==> config.mk <==
export PLATFORM = sky130hd
export DESIGN_NAME = touch_sample_qualifier_unit
export DESIGN_NICKNAME = d
export VERILOG_FILES = /design/src/tsq_pkg.sv /design/src/tsq_map.sv /design/src/tsq_track.sv /design/src/touch_sample_qualifier_unit.sv
export SDC_FILE = /design/constraint.sdc
export NUM_CORES = 2
export LEC_CHECK = 0
export ABC_AREA = 1
export BUFFER_PORTS_ARGS = -buffer_cell sky130_fd_sc_hd__buf_2
export CAP_MARGIN = 25
export CORE_MARGIN = 5
export CORE_UTILIZATION = 66
export DETAILED_ROUTE_END_ITERATION = 12
export PLACE_DENSITY = 0.94
export RECOVER_POWER = 50
export SLEW_MARGIN = 10
export SYNTH_ARGS = -nofsm -noshare
export SYNTH_HDL_FRONTEND = slang
export SYNTH_SLANG_ARGS = --single-unit
==> constraint.sdc <==
create_clock -name clk -period 11.8 [get_ports clk]
set_input_delay 1.18 -clock clk [delete_from_list [all_inputs] [get_ports clk]]
set_output_delay 1.18 -clock clk [all_outputs]
set_load 0.02 [all_outputs]
==> src/tsq_pkg.sv <==
// Package for the touch sample qualifier: payload and configuration types,
// register index codes, reset values and the calibration and scaling constants.
// No dependencies.
package tsq_pkg;

  // Screen and calibration
  localparam int SCREEN_WIDTH  = 480;
  localparam int SCREEN_HEIGHT = 320;
  localparam int RAW_X_MIN     = 540;
  localparam int RAW_X_MAX     = 3756;
  localparam int RAW_Y_MIN     = 400;
  localparam int RAW_Y_MAX     = 3829;
  localparam int RAW_MARGIN    = 100;

  // Scaling datapath widths (screen sizes up to 512)
  localparam int RAW_W   = 12;
  localparam int PT_W    = 9;
  localparam int NUM_W   = 24;  // offset times (size - 1)
  localparam int EST_W   = 13;  // quotient before clamping
  localparam int K_W     = 25;  // reciprocal constant
  localparam int SHIFT   = 24;  // reciprocal scale
  localparam int PROD_W  = RAW_W + K_W;

  // Divisors and reciprocals: column comes from raw Y, row from raw X
  localparam int DIV_X = RAW_Y_MAX - RAW_Y_MIN;
  localparam int DIV_Y = RAW_X_MAX - RAW_X_MIN;
  localparam longint unsigned K_X_L =
    (longint'(SCREEN_WIDTH - 1) << SHIFT) / DIV_X;
  localparam longint unsigned K_Y_L =
    (longint'(SCREEN_HEIGHT - 1) << SHIFT) / DIV_Y;
  localparam logic [K_W-1:0] K_X = K_X_L[K_W-1:0];
  localparam logic [K_W-1:0] K_Y = K_Y_L[K_W-1:0];

  typedef struct packed {
    logic             irq_line;
    logic             touched;
    logic [RAW_W-1:0] raw_x;
    logic [RAW_W-1:0] raw_y;
    logic [RAW_W-1:0] raw_z;
  } sample_t;

  typedef struct packed {
    logic            pressed;
    logic [PT_W-1:0] point_x;
    logic [PT_W-1:0] point_y;
  } result_t;

  typedef struct packed {
    logic [11:0] press_pressure;
    logic [11:0] hold_pressure;
    logic [2:0]  press_confirm_count;
    logic [2:0]  move_confirm_count;
    logic [2:0]  release_count;
    logic [8:0]  confirm_window;
    logic [8:0]  move_window;
  } cfg_t;

  typedef enum logic [2:0] {
    CFG_PRESS_PRESSURE      = 3'd0,
    CFG_HOLD_PRESSURE       = 3'd1,
    CFG_PRESS_CONFIRM_COUNT = 3'd2,
    CFG_MOVE_CONFIRM_COUNT  = 3'd3,
    CFG_RELEASE_COUNT       = 3'd4,
    CFG_CONFIRM_WINDOW      = 3'd5,
    CFG_MOVE_WINDOW         = 3'd6
  } cfg_index_t;

  localparam cfg_t CFG_RESET = '{
    press_pressure:      12'd380,
    hold_pressure:       12'd180,
    press_confirm_count: 3'd2,
    move_confirm_count:  3'd2,
    release_count:       3'd1,
    confirm_window:      9'd18,
    move_window:         9'd40
  };

  // Mapped sample handed from the scaling stage to the tracker
  typedef struct packed {
    logic             irq_line;
    logic             touched;
    logic             in_range;
    logic [RAW_W-1:0] raw_z;
    logic [PT_W-1:0]  point_x;
    logic [PT_W-1:0]  point_y;
  } mapped_t;

endpackage

==> src/tsq_map.sv <==
// Scaling stage: window check and calibrated mapping of raw X/Y to a screen
// point by reciprocal multiply, one-step correction and clamp. Uses tsq_pkg.
module tsq_map (
  input  logic             clk,
  input  logic             en,
  input  tsq_pkg::sample_t item,
  output tsq_pkg::mapped_t mapped
);

  localparam logic [tsq_pkg::RAW_W-1:0] X_LO =
    tsq_pkg::RAW_W'(tsq_pkg::RAW_X_MIN - tsq_pkg::RAW_MARGIN);
  localparam logic [tsq_pkg::RAW_W-1:0] X_HI =
    tsq_pkg::RAW_W'(tsq_pkg::RAW_X_MAX + tsq_pkg::RAW_MARGIN);
  localparam logic [tsq_pkg::RAW_W-1:0] Y_LO =
    tsq_pkg::RAW_W'(tsq_pkg::RAW_Y_MIN - tsq_pkg::RAW_MARGIN);
  localparam logic [tsq_pkg::RAW_W-1:0] Y_HI =
    tsq_pkg::RAW_W'(tsq_pkg::RAW_Y_MAX + tsq_pkg::RAW_MARGIN);
  localparam logic [tsq_pkg::RAW_W-1:0] X_MIN = tsq_pkg::RAW_W'(tsq_pkg::RAW_X_MIN);
  localparam logic [tsq_pkg::RAW_W-1:0] Y_MIN = tsq_pkg::RAW_W'(tsq_pkg::RAW_Y_MIN);
  localparam logic [tsq_pkg::NUM_W-1:0] DX = tsq_pkg::NUM_W'(tsq_pkg::DIV_X);
  localparam logic [tsq_pkg::NUM_W-1:0] DY = tsq_pkg::NUM_W'(tsq_pkg::DIV_Y);
  localparam logic [tsq_pkg::EST_W-1:0] MAX_X = tsq_pkg::EST_W'(tsq_pkg::SCREEN_WIDTH - 1);
  localparam logic [tsq_pkg::EST_W-1:0] MAX_Y = tsq_pkg::EST_W'(tsq_pkg::SCREEN_HEIGHT - 1);

  logic [tsq_pkg::RAW_W-1:0]  off_x, off_y;
  logic [tsq_pkg::PROD_W-1:0] prod_x, prod_y;
  logic [tsq_pkg::NUM_W-1:0]  num_x_d, num_y_d;

  logic                       irq_line, touched, in_range;
  logic [tsq_pkg::RAW_W-1:0]  raw_z;
  logic [tsq_pkg::NUM_W-1:0]  num_x, num_y;
  logic [tsq_pkg::EST_W-1:0]  est_x, est_y;

  logic [tsq_pkg::NUM_W-1:0]  rem_x, rem_y;
  logic [tsq_pkg::EST_W-1:0]  q_x, q_y, c_x, c_y;

  // Raw values below the calibrated minimum give a zero offset
  always_comb begin
    off_x   = (item.raw_y >= Y_MIN) ? item.raw_y - Y_MIN : '0;
    off_y   = (item.raw_x >= X_MIN) ? item.raw_x - X_MIN : '0;
    prod_x  = tsq_pkg::PROD_W'(off_x) * tsq_pkg::PROD_W'(tsq_pkg::K_X);
    prod_y  = tsq_pkg::PROD_W'(off_y) * tsq_pkg::PROD_W'(tsq_pkg::K_Y);
    num_x_d = tsq_pkg::NUM_W'(off_x) * tsq_pkg::NUM_W'(tsq_pkg::SCREEN_WIDTH - 1);
    num_y_d = tsq_pkg::NUM_W'(off_y) * tsq_pkg::NUM_W'(tsq_pkg::SCREEN_HEIGHT - 1);
  end

  always_ff @(posedge clk) begin
    if (en) begin
      irq_line   <= item.irq_line;
      touched    <= item.touched;
      raw_z      <= item.raw_z;
      in_range   <= (item.raw_x >= X_LO) && (item.raw_x <= X_HI) &&
                    (item.raw_y >= Y_LO) && (item.raw_y <= Y_HI);
      num_x      <= num_x_d;
      num_y      <= num_y_d;
      est_x      <= prod_x[tsq_pkg::SHIFT +: tsq_pkg::EST_W];
      est_y      <= prod_y[tsq_pkg::SHIFT +: tsq_pkg::EST_W];
    end
  end

  // Estimate is the quotient or one short of it: fix up, then clamp
  always_comb begin
    rem_x = num_x - tsq_pkg::NUM_W'(est_x) * DX;
    rem_y = num_y - tsq_pkg::NUM_W'(est_y) * DY;
    q_x   = est_x + tsq_pkg::EST_W'(rem_x >= DX);
    q_y   = est_y + tsq_pkg::EST_W'(rem_y >= DY);
    c_x   = (q_x > MAX_X) ? MAX_X : q_x;
    c_y   = (q_y > MAX_Y) ? MAX_Y : q_y;
    mapped.irq_line   = irq_line;
    mapped.touched    = touched;
    mapped.in_range   = in_range;
    mapped.raw_z      = raw_z;
    mapped.point_x    = c_x[tsq_pkg::PT_W-1:0];
    mapped.point_y    = c_y[tsq_pkg::PT_W-1:0];
  end

endmodule

==> src/tsq_track.sv <==
// Tracker: pressure hysteresis, press/move confirmation and release delay,
// holding the touch state and forming each result. Uses tsq_pkg.
module tsq_track (
  input  logic             clk,
  input  logic             rst,
  input  logic             en,
  input  tsq_pkg::cfg_t    cfg,
  input  tsq_pkg::mapped_t mapped,
  output tsq_pkg::result_t res
);

  logic                     confirmed, confirmed_next;
  logic [2:0]               press_streak, press_streak_next;
  logic [2:0]               release_streak, release_streak_next;
  logic [2:0]               move_streak, move_streak_next;
  logic [tsq_pkg::PT_W-1:0] committed_x, committed_x_next;
  logic [tsq_pkg::PT_W-1:0] committed_y, committed_y_next;
  logic [tsq_pkg::PT_W-1:0] candidate_x, candidate_x_next;
  logic [tsq_pkg::PT_W-1:0] candidate_y, candidate_y_next;

  function automatic logic near_point(input logic [8:0] ax, input logic [8:0] ay,
                                      input logic [8:0] bx, input logic [8:0] by,
                                      input logic [8:0] win);
    logic [8:0] dx;
    logic [8:0] dy;
    dx = (ax > bx) ? ax - bx : bx - ax;
    dy = (ay > by) ? ay - by : by - ay;
    return (dx <= win) && (dy <= win);
  endfunction

  always_comb begin
    logic [11:0] thr;
    logic [2:0]  streak;
    logic        invalid;
    logic        commit;
    logic [8:0]  x;
    logic [8:0]  y;

    confirmed_next      = confirmed;
    press_streak_next   = press_streak;
    release_streak_next = release_streak;
    move_streak_next    = move_streak;
    committed_x_next    = committed_x;
    committed_y_next    = committed_y;
    candidate_x_next    = candidate_x;
    candidate_y_next    = candidate_y;
    res.pressed = 1'b0;
    res.point_x = committed_x;
    res.point_y = committed_y;
    invalid = 1'b0;
    commit  = 1'b0;
    streak  = '0;
    x       = mapped.point_x;
    y       = mapped.point_y;
    thr     = confirmed ? cfg.hold_pressure : cfg.press_pressure;

    if (!mapped.irq_line) begin
      invalid = 1'b1;
    end else if (!confirmed && !mapped.touched) begin
      confirmed_next      = 1'b0;
      press_streak_next   = '0;
      release_streak_next = '0;
      move_streak_next    = '0;
    end else if (!mapped.in_range || mapped.raw_z < thr) begin
      invalid = 1'b1;
    end else begin
      release_streak_next = '0;
      if (!confirmed) begin
        streak = press_streak;
        if (press_streak == 3'd0 || near_point(x, y, candidate_x, candidate_y,
                                                cfg.confirm_window)) begin
          if (streak < cfg.press_confirm_count) streak = streak + 3'd1;
        end else begin
          streak = 3'd1;
        end
        press_streak_next = streak;
        candidate_x_next  = x;
        candidate_y_next  = y;
        if (streak >= cfg.press_confirm_count) begin
          confirmed_next = 1'b1;
          commit         = 1'b1;
        end
      end else if (!near_point(x, y, committed_x, committed_y, cfg.move_window)) begin
        streak = move_streak;
        if (move_streak == 3'd0 || near_point(x, y, candidate_x, candidate_y,
                                               cfg.confirm_window)) begin
          if (streak < cfg.move_confirm_count) streak = streak + 3'd1;
        end else begin
          streak = 3'd1;
        end
        move_streak_next = streak;
        candidate_x_next = x;
        candidate_y_next = y;
        // Hold the committed point until the move is confirmed
        res.pressed = 1'b1;
        if (streak >= cfg.move_confirm_count) commit = 1'b1;
      end else begin
        commit = 1'b1;
      end
    end

    if (invalid) begin
      if (confirmed && ({1'b0, release_streak} + 4'd1 < {1'b0, cfg.release_count})) begin
        release_streak_next = release_streak + 3'd1;
        res.pressed         = 1'b1;
      end else begin
        confirmed_next      = 1'b0;
        press_streak_next   = '0;
        release_streak_next = '0;
        move_streak_next    = '0;
      end
    end

    if (commit) begin
      committed_x_next = x;
      committed_y_next = y;
      move_streak_next = '0;
      res.pressed      = 1'b1;
      res.point_x      = x;
      res.point_y      = y;
    end
  end

  always_ff @(posedge clk) begin
    if (rst) begin
      confirmed      <= 1'b0;
      press_streak   <= '0;
      release_streak <= '0;
      move_streak    <= '0;
      committed_x    <= '0;
      committed_y    <= '0;
      candidate_x    <= '0;
      candidate_y    <= '0;
    end else if (en) begin
      confirmed      <= confirmed_next;
      press_streak   <= press_streak_next;
      release_streak <= release_streak_next;
      move_streak    <= move_streak_next;
      committed_x    <= committed_x_next;
      committed_y    <= committed_y_next;
      candidate_x    <= candidate_x_next;
      candidate_y    <= candidate_y_next;
    end
  end

endmodule

==> src/touch_sample_qualifier_unit.sv <==
// Top level of the touch sample qualifier: handshakes, configuration
// registers and the three-stage pipeline. Uses tsq_pkg, tsq_map, tsq_track.
//
//   channel   direction  handshake                      payload
//   sample    in         sample_valid / sample_ready    tsq_pkg::sample_t
//   result    out        result_valid / result_ready    tsq_pkg::result_t
//   cfg       in         cfg_we (no wait)               cfg_index, cfg_data
//
// One sample per cycle while results are taken. Each accepted request passes
// through the input register on the accepting edge, then the scaling register,
// then the result register.
// rst is synchronous: it empties the pipeline, clears the touch state and
// loads the register defaults. A stalled result stalls the whole pipeline in
// step, so sample_ready falls only while a result waits and is not taken.
module touch_sample_qualifier_unit (
  input  logic             clk,
  input  logic             rst,
  input  logic             sample_valid,
  output logic             sample_ready,
  input  tsq_pkg::sample_t sample,
  output logic             result_valid,
  input  logic             result_ready,
  output tsq_pkg::result_t result,
  input  logic             cfg_we,
  input  logic [2:0]       cfg_index,
  input  logic [11:0]      cfg_data
);

  logic             advance;
  logic             s1_valid, s2_valid;
  tsq_pkg::sample_t s1_item;
  tsq_pkg::mapped_t mapped;
  tsq_pkg::result_t res_next;
  tsq_pkg::cfg_t    cfg;

  // Advance every stage together whenever the result slot is free or taken
  assign advance      = !result_valid || result_ready;
  assign sample_ready = advance;

  // Configuration registers; writes beyond the list are dropped
  always_ff @(posedge clk) begin
    if (rst) begin
      cfg <= tsq_pkg::CFG_RESET;
    end else if (cfg_we) begin
      case (cfg_index)
        tsq_pkg::CFG_PRESS_PRESSURE:      cfg.press_pressure      <= cfg_data;
        tsq_pkg::CFG_HOLD_PRESSURE:       cfg.hold_pressure       <= cfg_data;
        tsq_pkg::CFG_PRESS_CONFIRM_COUNT: cfg.press_confirm_count <= cfg_data[2:0];
        tsq_pkg::CFG_MOVE_CONFIRM_COUNT:  cfg.move_confirm_count  <= cfg_data[2:0];
        tsq_pkg::CFG_RELEASE_COUNT:       cfg.release_count       <= cfg_data[2:0];
        tsq_pkg::CFG_CONFIRM_WINDOW:      cfg.confirm_window      <= cfg_data[8:0];
        tsq_pkg::CFG_MOVE_WINDOW:         cfg.move_window         <= cfg_data[8:0];
        default: ;
      endcase
    end
  end

  // Stage valids
  always_ff @(posedge clk) begin
    if (rst) begin
      s1_valid     <= 1'b0;
      s2_valid     <= 1'b0;
      result_valid <= 1'b0;
    end else if (advance) begin
      s1_valid     <= sample_valid;
      s2_valid     <= s1_valid;
      result_valid <= s2_valid;
    end
  end

  // Input register: hold the accepted request
  always_ff @(posedge clk) begin
    if (advance && sample_valid) s1_item <= sample;
  end

  // Scaling stage: window check and calibrated mapping
  tsq_map u_map (
    .clk    (clk),
    .en     (advance && s1_valid),
    .item   (s1_item),
    .mapped (mapped)
  );

  // Tracking stage: touch state updates as the result is registered
  tsq_track u_track (
    .clk    (clk),
    .rst    (rst),
    .en     (advance && s2_valid),
    .cfg    (cfg),
    .mapped (mapped),
    .res    (res_next)
  );

  // Result register: hold until taken
  always_ff @(posedge clk) begin
    if (advance && s2_valid) result <= res_next;
  end

endmodule

### After elaboration in Yosys (flattened, before gate mapping)

Index checks and enable logic that the tools add are counted.

* flip-flop bits (word level): 233
* input bits: 58
* output and inout bits: 21
* word-level logic and storage cells: 193

* $add $sub $neg: 18
* multiply operators: 6
* magnitude comparators: 24
* equality and inequality tests: 8
* multiplexer cells: 69
* bitwise operators: 2
* reduce and logical (&&, ||, !) cells: 32

Operators with widths (number)
* $mux 3: 32
* $mux 9: 10
* $sub 9x9->9: 8
* $ge 24x12->1 const B: 2
* $sub 21x24->24: 2
* $mul 12x9->21 const B: 2
* $ge 12x9->1 const B: 3
* $gt 9x9->1: 4
* $le 9x9->1: 4
* $mux 12: 3
* $mul 12x22->34 const B: 1
* $mul 12x21->33 const B: 1
* $le 12x12->1 const B: 2
* $mux 1: 23
* $mul 10x12->22 const B: 1
* $mux 18: 1
* $mul 9x8->17 const B: 1
* $reduce_and 2->1: 8
* $ge 12x10->1 const B: 1
* $lt 12x12->1: 1
* $sub 12x10->12 const B: 1
* $sub 12x9->12 const B: 1
* $add 10x1->11: 1
* $gt 11x9->1 const B: 1
* 20 further kinds: 45

### Longest topological paths before layout

* depth in word-level cells: 25
* depth in mapped cells: 78
* mapped depth without buffers: 76

### Cells and area by module

Synthesis repeated with hierarchy kept, for this count alone.

* cells, all modules: 3904
* area total of the unflattened synthesis: 31850.5 um^2

By module, submodules not included
* tsq_map: times used 1, cells an instance 2500, area an instance 21057.7 um^2, sequential area each 2162.1 um^2
* tsq_track: times used 1, cells an instance 1039, area an instance 6935.4 um^2, sequential area each 920.9 um^2
* touch_sample_qualifier_unit: times used 1, cells an instance 365, area an instance 3857.4 um^2, sequential area each 2792.7 um^2

### Least setup slack after synthesis

No wires, ideal clock.

* kind: register to register
* start point: reg u_map.est_x[4] in the netlist's numbering
* end point: reg result[18] in the netlist's numbering (data pin)
* setup time: 0.272 ns
* arrival time: 10.409 ns
* data required time: 11.528 ns
* slack: 1.118 ns
* cell stages (with the launch flop): 69
* buffers on the path: 1
* period minus slack after synthesis: 10.682 ns
* cells stage by stage: edfxtp_1 ha_1 inv_1 fa_1 fa_1 inv_1 fa_1 fa_1 ha_1 nand2_1 inv_1 a21oi_1 o31ai_1 a31oi_1 o21bai_1 nand3_1 nand2_1 xor2_1 [33 not listed] nand3_1 nand2_1 nand2_1 nand2_1 nand2_1 inv_1 ha_1 o21ai_0 nand2_1 a21oi_1 nand2_1 nand2_1 inv_1 nand2_1 inv_1 nand2_2 clkbuf_1 o211ai_1

RTL lines
* from (decl): RTL line tsq_map.sv:32 `logic [tsq_pkg::EST_W-1:0] est_x, est_y;`
* from (signal assigned): RTL line tsq_map.sv:56 `est_x <= prod_x[tsq_pkg::SHIFT +: tsq_pkg::EST_W];`
* to (signal assigned): RTL line touch_sample_qualifier_unit.sv:96 `if (advance && s2_valid) result <= res_next;`
* to (decl): RTL line touch_sample_qualifier_unit.sv:23 `output tsq_pkg::result_t result,`

### Worst setup path in the final report

* start point: reg u_map.est_x[4] in the netlist's numbering
* end point: reg u_track.committed_y[2] in the netlist's numbering

* longest elaborated chain between the ends: 25
* elaborated cells on any way between the ends: 41
* those cells by class: 6 x add/sub; 1 x mul; 8 x order compare; 21 x mux; 5 x reduce/logical

RTL lines
* $mul 10x12->22: RTL line tsq_map.sv:63 `rem_x = num_x - tsq_pkg::NUM_W'(est_x) * DX;`
* $sub 21x24->24: RTL line tsq_map.sv:63
* $ge 24x12->1: RTL line tsq_map.sv:65 `q_x = est_x + tsq_pkg::EST_W'(rem_x >= DX);`
* $add 10x1->11 *: RTL line tsq_map.sv:65
* $gt 11x9->1: RTL line tsq_map.sv:67 `c_x = (q_x > MAX_X) ? MAX_X : q_x;`
* $mux 9 *: RTL line tsq_map.sv:67
* $sub 9x9->9 or $gt 9x9->1 (tied branches): RTL line tsq_track.sv:26 `dx = (ax > bx) ? ax - bx : bx - ax;`
* $mux 9: RTL line tsq_track.sv:26
* [9 not listed]
* $ge 3x3->1: RTL line tsq_track.sv:96 `if (streak >= cfg.move_confirm_count) commit = 1'b1;`
* $mux 1: RTL line tsq_track.sv:96
* $mux 1: RTL line tsq_track.sv:83 `end else if (!near_point(x, y, committed_x, committed_y, cfg.move_window)) begin`
* $mux 1 *: RTL line tsq_track.sv:68 `if (!confirmed) begin`
* $mux 1 *: RTL line tsq_track.sv:64 `end else if (!mapped.in_range || mapped.raw_z < thr) begin`
* $mux 1 *: RTL line tsq_track.sv:59 `end else if (!confirmed && !mapped.touched) begin`
* $mux 1 *: RTL line tsq_track.sv:57 `if (!mapped.irq_line) begin`
* $reduce_and 2->1 (no source line) *
* to (signal assigned): RTL line tsq_track.sv:140 `committed_y <= committed_y_next;`
* to (decl): RTL line tsq_track.sv:17 `logic [tsq_pkg::PT_W-1:0] committed_y, committed_y_next;`

Mark *: on every way between the ends. The rest lies on a longest branch, timed or not. The select of a mux whose other input is x is not followed.
A chain may end at the register's enable or synchronous reset.

==> metrics list <==
- Violated checks: max-capacitance violations, max-slew violations
- Via/cell ratio: 6.10
- In this run the core area contains 79 standard-cell rows.
* Crit path kind: reg2reg
* Critical path's slowest cell: fa_1
- The tightest hold path in the finished design has a slack of 392 ps.
- Die ar.: 51000 sq um
- Number of buffers added by the clock tree synthesis step: 28
- In this run the count of I/O pins placed on the die edge is 79.
- The final route contains 27200 vias.
* Post-detail-place hpwl: 66.1 mm
- IO Port Bufs: 78
* Clock Tree Buf Depth: 3
- Antenna Diode Count: 0
- Non-filler cells in the finished layout: 4460
- Commonest cells after routing, fill and taps aside: inv_1, nand2_1, ha_1, a21oi_1, fa_1
* Status: finished, violations left
* Mapped Nets: 4604
- Hold Vio Cnt, Final: 0
* Max Fanout on Critical Path: 9
- Largest net degree at the start of global routing: 74
- Commonest non-fill, non-tap cell in the layout: inv_1
- Number of placed cells counting well taps: 4372
- The min-delay analysis places its worst path in the category reg2reg.
- The area fraction in compound gates after synthesis is 0.111.
- Headroom to the max-slew limit came out at -1.46.
- Layout cells sized above 1: 0.0729
- Among all flip-flop cells after synthesis, the most frequent one is edfxtp_1.
- Of the total synthesized cell area, the portion taken by AND, OR, NAND and NOR gates is 0.142.
- Master cell of the clock root buffer: clkbuf_16
- Final critical-path share of the clock period: 0.966
- Required time of the critical path: 12330 ps
- For this run the aggregate overflow at the end of global routing stands at 0.
- In the routed design, unresolved DRC markers number 0.
- For this run, the register share of the synthesized area comes to 0.191.
* Die extent in x: 226 um
* Main combinational cell family by area after synthesis: adder cells
- In this design, the stage delay of the slowest critical-path cell is 570 ps.
- After the first detailed-routing iteration, the DRC count stood at 2969.
- Final-layout fill cell count: 3075
- Once detail routing completed, the nets flagged for antenna violations numbered 0.
- Total routed wirelength: 86.0 mm
- Yosys mapped a number of flops with a built-in enable equal to 129.
- In this run the cell area of the synthesized design comes to 30700 sq um.
- Timing would allow up to 0.0877 GHz.
* Adder and majority gate portion of the synthesized area: 0.409
* Critical path launch point type: flop
- Routed wire length per instance: 19.3 um
* # clock sinks: 229
- Proportion of synthesized area in mux cells: 0.00554
- At the end of routability-driven placement, the weighted congestion stood at 1.02.
- Count of hold-fix buffers inserted at cts: 0
- Setup violations remaining at the end of the flow were counted as 0.
* Synth Instances: 3695
- Global-route wire length before repair: 135 mm
- The via count of the first global-routing pass is 27500.
- The area growth from synthesis to layout is 9.74%.
* Height of the chip: 226 um
- CTS tree: done
* Max-cap viol count: 2
- Yosys printed 0 warnings.
* Worst-Margin Slew: 3680 ps
* Number of register bits inferred by synthesis: 229
- The first detailed-routing pass ran for 9 iterations.
- Final setup skew: 40.3 ps
- Core occupancy in the finished layout: 0.728
- Data arrives at the worst endpoint at 11930 ps.
- Proportion of register bits with asynchronous set or reset after synthesis: 0
* Clock slew seen by the registers of the worst setup and hold paths: 70 ps
* Nets: 4741
* All-layer global routing usage: 0.324
- Starting density of the core: 0.663
- The worst path in the final design needs a cycle of 11400 ps, including I/O delays and setup.
* Total core area: 46400 sq um
- Max H-tree Level: 1
* Synth unique cells: 55
* Per-instance average area after synthesis: 8.32 sq um
- Kind of end point of the critical path: flop
* Initial antenna violation count: 0
- The later pin in the worst-skew pair is clocked with a latency of 610 ps.
- Of the total synthesized cell area, the portion taken by XOR and XNOR cells is 0.0439.
* Most repeated library cell on the critical path: nand2_1
- The final count of pins violating max slew is 106.
-- worst max-delay path: cells and delay by family, from the launching register on --
family,cells,cell delay [ps]
xor+xnor,2,320
simple gates,28,3370
fa+ha+maj,12,4450
buf+inv,8,720
compound gates,13,2020
flops,1,440
-- Yosys cell counts (20+ instances only) --
cell type	number	area (sq um)
nand3_1	139	696
a21oi_1	299	1500
nor2_1	224	841
ha_1	593	7420
nand4_1	32	200
o21ai_1	20	100
o21ai_0	189	946
nor3_1	26	130
dfxtp_1	100	2000
xnor2_1	47	412
clkbuf_1	24	90.1
inv_1	728	2730
edfxtp_1	129	3870
nand2_1	587	2200
xor2_1	107	937
fa_1	258	5160
a21o_1	20	150
-- metal layers --
| metal | track usage | routed length [um] | vias up |
|---|---|---|---|
| met4 | 0.172 | 5730 | 0 |
| met3 | 0.0520 | 7560 | 473 |
| met5 | 0 | 0 | - |
| li1 | - | - | 12400 |
| met1 | 0.392 | 31700 | 12700 |
| met2 | 0.555 | 41000 | 1671 |
-- cell families after synthesis --
| kind of cell | count (synthesis) |
|---|---|
| XOR/XNOR | 154 |
| AO/OA/AOI/OAI | 619 |
| flip-flops | 229 |
| buffers and inverters | 776 |
| multiplexers | 17 |
| adder cells (fa/ha/maj) | 851 |
| AND/OR/NAND/NOR | 1049 |
-- state kept, by name, indices dropped and copies added, names as in the netlist, 9 cells and up --
signal	flops
s1_item	38
u_map.est_y	9
u_map.raw_z	12
u_map.num_x	21
u_track.committed_y	9
cfg	51
u_map.est_x	10
result	19
u_track.candidate_y	9
u_map.num_y	17
u_track.committed_x	9
u_track.candidate_x	9
-- metrics by stage --
stage,TNS [ps],setup WS [ps],cell area (sq um)
floorplan,0,1120,30700
global placement,0,379,32000
detailed placement,0,70.4,32000
CTS,0,31.0,32900
global route,-10480,-331,33700
finish,0,400,33700
-- worst paths after layout --
path                            depth (start not counted)                      to            from  slack [ps]
worst max-delay path                                   63  u_track.committed_y[2]  u_map.est_x[4]         400
worst min-delay path                                    0          u_map.raw_z[8]      s1_item[8]         390
worst max register to register                         63  u_track.committed_y[2]  u_map.est_x[4]         400
worst min register to register                          0          u_map.raw_z[8]      s1_item[8]         390
-- layout make-up --
type                    instances  area (sq um)  area share
multi-input cells            2690         22400       0.664
flip-flops and latches        229          5880       0.174
inverters                     735          2770      0.0822
repair buffers                147           951      0.0282
clock buffers                  39           867      0.0257
well taps                     607           759      0.0225
clock inverters                12           114     0.00338
repair inverters                1          8.76    0.000260
-- repair_timing --
action,4_1_cts,5_1_grt
gates cloned,0,4
setup endpoints to repair,1,51
setup buffers,0,33
resized for setup,1,108
pin swaps,0,30
hold endpoints to repair,0,0
Power is left out: the tool's default activity adds up to more than one toggle a clock period on the data nets, which glitch-free logic cannot reach.
